### src/rtl/core/fpst_pkg.sv
// Package for the Fenwick prefix-sum table: transaction types, op codes, controller types.
package fpst_pkg;

  localparam int DATA_W          = 32;
  localparam int FIELD_W         = 11;
  localparam int MAX_ENTRIES_DEF = 1024;

  localparam logic [FIELD_W-1:0] CFG_SIZE_RESET = 11'd1024;

  // operation codes
  localparam logic [1:0] OP_ADD    = 2'd0;
  localparam logic [1:0] OP_RANGE  = 2'd1;
  localparam logic [1:0] OP_POINT  = 2'd2;
  localparam logic [1:0] OP_PREFIX = 2'd3;

  // result status codes
  localparam logic STATUS_DONE    = 1'b0;
  localparam logic STATUS_IGNORED = 1'b1;

  typedef struct packed {
    logic [1:0]                operation;
    logic [FIELD_W-1:0]        position;
    logic signed [DATA_W-1:0]  delta;
    logic [FIELD_W-1:0]        range_low;
    logic [FIELD_W-1:0]        range_high;
  } fpst_req_t;

  typedef struct packed {
    logic signed [DATA_W-1:0]  sum;
    logic                      status;
  } fpst_res_t;

  typedef enum logic [2:0] {
    ST_CLEAR,
    ST_IDLE,
    ST_WALK_A,
    ST_WALK_B,
    ST_DONE
  } fpst_state_t;

  // controller -> datapath
  typedef struct packed {
    logic clr_init;
    logic clr_step;
    logic load;
    logic walk;
    logic next_walk;
  } fpst_cmd_t;

  // datapath -> controller
  typedef struct packed {
    logic clr_last;
    logic walk_live;
    logic up_mode;
  } fpst_stat_t;

endpackage

### src/rtl/core/fpst_ctrl.sv
// Controller: state machine that sequences clearing, the two tree walks and the result strobe.
module fpst_ctrl import fpst_pkg::*; (
  input  logic       clk,
  input  logic       rst,
  input  logic       start,
  input  logic       cfg_we,
  input  fpst_stat_t stat,
  output fpst_cmd_t  cmd,
  output logic       busy,
  output logic       done
);

  fpst_state_t state, state_next;

  always_ff @(posedge clk) begin
    if (rst) begin
      state <= ST_CLEAR;
    end else begin
      state <= state_next;
    end
  end

  always_comb begin
    state_next = state;
    case (state)
      ST_CLEAR: begin
        if (stat.clr_last) state_next = ST_IDLE;
      end
      ST_IDLE: begin
        if (start) state_next = ST_WALK_A;
      end
      ST_WALK_A: begin
        if (!stat.walk_live) state_next = stat.up_mode ? ST_DONE : ST_WALK_B;
      end
      ST_WALK_B: begin
        if (!stat.walk_live) state_next = ST_DONE;
      end
      ST_DONE: begin
        state_next = ST_IDLE;
      end
      default: begin
        state_next = ST_CLEAR;
      end
    endcase
    // a size write rebuilds the table
    if (cfg_we) state_next = ST_CLEAR;
  end

  always_comb begin
    cmd.clr_init  = cfg_we;
    cmd.clr_step  = (state == ST_CLEAR) && !cfg_we;
    cmd.load      = (state == ST_IDLE) && start;
    cmd.walk      = (state == ST_WALK_A) || (state == ST_WALK_B);
    cmd.next_walk = (state == ST_WALK_A) && !stat.walk_live && !stat.up_mode;
    busy          = (state != ST_IDLE);
    done          = (state == ST_DONE);
  end

endmodule

### config.mk
export PLATFORM = sky130hd
export DESIGN_NAME = fpst_ctrl
export DESIGN_NICKNAME = d
export VERILOG_FILES = /design/src/rtl/core/fpst_pkg.sv /design/src/rtl/core/fpst_ctrl.sv
export SDC_FILE = /design/constraint.sdc
export NUM_CORES = 1
export LEC_CHECK = 0
export BUFFER_PORTS_ARGS = -buffer_cell sky130_fd_sc_hd__buf_2
export CORE_AREA = 2 2 39 41
export CTS_CLUSTER_DIAMETER = 200
export CTS_CLUSTER_SIZE = 8
export DETAILED_ROUTE_END_ITERATION = 16
export DIE_AREA = 0 0 41 43
export GPL_TIMING_DRIVEN = 1
export SETUP_SLACK_MARGIN = 0.4
export SLEW_MARGIN = 20
export SYNTH_ARGS = -nofsm -noshare
export SYNTH_HDL_FRONTEND = slang
export SYNTH_SLANG_ARGS = --single-unit
### constraint.sdc
create_clock -name clk -period 2.65 [get_ports clk]
set_input_delay 0.1325 -clock clk [delete_from_list [all_inputs] [get_ports clk]]
set_output_delay 0.1325 -clock clk [all_outputs]
set_load 0.05 [all_outputs]
# Yosys cells after proc, flatten, opt, wreduce, memory -nomap -nowiden
# Index checks and enable logic that the tools add are counted.
# Widths: inputs -> output; s select.
[totals]
reg_bits = 3
[classes]
eq_ne = 9
n_mux = 6
reduce_logical = 11
[ops]
columns = ["operator", "n"]
rows = [
  ["$mux 3", 5],
  ["$pmux 3 s5", 1],
  ["$ne 2x2->1 const B", 4],
  ["$eq 3x2->1 const B", 2],
  ["$logic_and 1x1->1", 4],
  ["$reduce_and 4->1", 1],
  ["$eq 3x1->1 const B", 1],
  ["$eq 3x3->1 const B", 1],
  ["$logic_not 1->1", 3],
  ["$logic_not 3->1", 1],
  ["$ne 3x1->1 const B", 1],
  ["$reduce_or 2->1", 1],
  ["$logic_or 1x1->1", 1],
]

# Depth between registers and ports, before layout
[depth]
word_depth = 3
mapped_depth = 4
ltp_nobuf = 3

# Worst setup path after synthesis
# No wires, ideal clock.
[synth_timing]
path_kind = "flip-flop to output port"
from = "register state[1]"
to = "output port cmd[0] in the netlist's numbering"
t_arrival_ns = 2.079
path_slack_ns = 0.439
stages_incl_launch_ff = 4
cell_sequence = "dfxtp_1 > clkbuf_1 > nand2b_1 > nor4_1"
[synth_rtl]
columns = ["element", "line_no", "text"]
rows = [
  ["from (decl)", "fpst_ctrl.sv:13", "fpst_state_t state, state_next;"],
  ["from (signal assigned)", "fpst_ctrl.sv:19", "state <= state_next;"],
  ["to (decl)", "fpst_ctrl.sv:8", "output fpst_cmd_t cmd,"],
]

==> summary.txt <==
Status: complete, no violations
Ports: 14
Clock Latency Late Sink: 0.24 ns
Tcrit/Tclk final: 60.2%
Synthesized area: 191 um^2
Vias: 229
Setup CP Type: register to output pin
Synth cell types: 17
Crit path launch: state[0]
Hold buffers post-CTS: 0
Vias in the first global route: 227
Sequential fraction of the synthesis area: 31.4%
Largest family of logic cells by synthesized area: simple AND/OR/NAND/NOR gates
Synth Area in XOR/XNOR: 0%
R2r endpoint: state[0]
Top reg by flops: state
Tot GR Track Use: 9.03%
Synth area leader: dfxtp_1
# clock sinks: 3
Period minus WS final: 1.59 ns
Critical Path AT: 1.46 ns
Fin. Hold Viols: 0
Synth Area in Adders: 0%
Cell depth of the worst flop-to-flop path: 2
Register bit total from synthesis: 3
Drt total wl: 551 um
Root buffer cell: clkbuf_4
Largest regs: state x3
Drt pass-1 iters: 2
Worst flop-to-flop path startpoint: state[2]
VDD IR max: 111 uV
Initial DRC count: 3
Post-CTS Setup Bufs: 0
Syn Nets: 32
Maximum clock path buffer count: 2
Final Max Tran Viols: 0
DIE AREA: 1760 um^2
Fraction of layout cells with a size suffix above 1: 45.0%
Synth Area in Compound Gates: 20.3%
Max FFs per register: 3
Die W: 41 um
Final Cell Area: 292 um^2
TNS Setup: 0 ns
CP endpoint kind: output pin
Layout area overhead: 52.3%
Placement Cell Area: 265 um^2
Post-synth top area share: 31.4%
Tightest Hold Check Type: primary input to register
FF-to-FF setup slack: 1.53 ns
CTS tree: built
Worst setup margin: 1.06 ns
Cell Rows: 14
Leak Pwr: 0.000133 uW
Synth area leaders: dfxtp_1 (31%), o31ai_1 (7.8%), nor4_1 (6.5%), or3_1 (6.5%), or3_4 (5.9%)
Max_slew headroom: 75.5%
Peak Freq: 0.627 GHz
Residual DRC count: 0
RSZ-0062 raised after global routing: false
Critical Path Fanout Max: 6
Setup Skew: 0.00721 ns
Port buffer count: 13
Nets: 48
Initial antenna violation count: 0
Core area: 1380 um^2
Total CTS buffers: 3
Mean area per synthesized cell: 7.66 um^2
Final Setup Violations: 0
Simple-gate share of the synthesized area: 38.6%
Register clock-pin slew on the reported worst setup and hold paths: 0.04 ns
Synth warn: 0
Max H-tree Level: 1
Antenna diode count: 0
Total global routing overflow: 0
Crit path to: cmd[2]
Worst-margin pin slew: 0.363 ns
Initial Utilization: 13.8%
First-pass GRT wire length: 952 um
Max-cap violations: 0
Post-DP HPWL: 417 um
Post-CTS resize count: 0
PwrDens: 561 nW/um^2
Die H: 43 um
Pin count of the biggest net entering global routing: 11
Pre-CTS setup slack: 1.30 ns
CP required: 2.52 ns
Vias per cell: 4.09
Setup crit start kind: register
Mapped Cells: 25
Drt wl/cell: 9.84 um
Mux contribution to synthesized area: 0%
GP Congestion: 0.808
Detail Route Antenna Nets: 0
## how the worst min path moves through the flow
| stage | cells after the start | endpoint | slack (ns) | from |
|---|---|---|---|---|
| 2_1_floorplan | 2 | state[2] | 0.30 | stat[0] |
| 3_3_place_gp | 3 | state[1] | 0.43 | rst |
| 3_5_place_dp | 3 | state[1] | 0.43 | rst |
| 4_1_cts | 3 | state[1] | 0.17 | rst |
| 5_1_grt | 3 | state[1] | 0.19 | rst |
| 6_report | 3 | state[1] | 0.18 | rst |
## layout by cell type (no fill, tap or decap)
cell type  netlist  routed
a21oi_1          1       1
clkbuf_4         0       3
nor2b_1          1       1
nor2_1           2       2
inv_2            1       1
clkbuf_1         1       1
o31ai_1          2       2
nor4_1           2       2
dfxtp_1          3       3
nor3b_1          1       1
inv_1            1       1
or3_1            2       2
o21ai_0          2       2
buf_2            0      13
o311ai_0         1       1
or3_4            1       1
nand2b_1         1       1
nor3_1           2       2
## logic make-up after synthesis
family / Yosys count
simple gates: 12
buf+inv: 4
flops: 3
compound gates: 6
## per-layer routing
metal  wire [um]  up-vias  track usage, %
li1            -      122               -
met1         245      100            10.3
met2         275        7            10.6
met3          30        0            4.71
met4           0        0            10.0
met5           0        -               0
## Yosys cell counts (all sizes together)
cell type,instances
o31ai,2
nor3,2
nand2b,1
nor4,2
dfxtp,3
nor3b,1
o21ai,2
a21oi,1
nor2b,1
buf,1
or3,3
inv,2
nor2,2
o311ai,1
clkbuf,1
## worst max-delay path: stages (launching register included)
cell and delay [ns]:
dfxtp_1 0.42, inv_2 0.06, or3_1 0.38, nor2_1 0.09, buf_2 0.27
## power by group
group	internal [uW]	switching, uW	leakage [uW]
Combinational	9.83	21.1	0.0000941
Clock	56.7	27.4	0.0000150
Sequential	46.5	1.96	0.0000243
Total	113	50.4	0.000133
## cell type report
| cell class | instances | area, um^2 |
|---|---|---|
| Fill cell | 175 | 1090 |
| Tap cell | 16 | 20.0 |
| Timing Repair Buffer | 13 | 65.1 |
| Inverter | 2 | 7.51 |
| Clock buffer | 4 | 26.3 |
| Multi-Input combinational cell | 18 | 113 |
| Sequential cell | 3 | 60.1 |
## through the flow
| stage | hold slack [ns] | std cells | total power [uW] | utilization [%] |
|---|---|---|---|---|
| 2_1_floorplan | 0.305 | 25 | 70.9 | - |
| 3_3_place_gp | 0.429 | 52 | 80.1 | 19.2 |
| 3_5_place_dp | 0.425 | 52 | 80.4 | 19.2 |
| 4_1_cts | 0.166 | 56 | 168 | 21.1 |
| 5_1_grt | 0.185 | 56 | 173 | 21.1 |
| 6_report | 0.176 | 56 | 163 | 21.1 |
(Power assumes the default switching activity.)
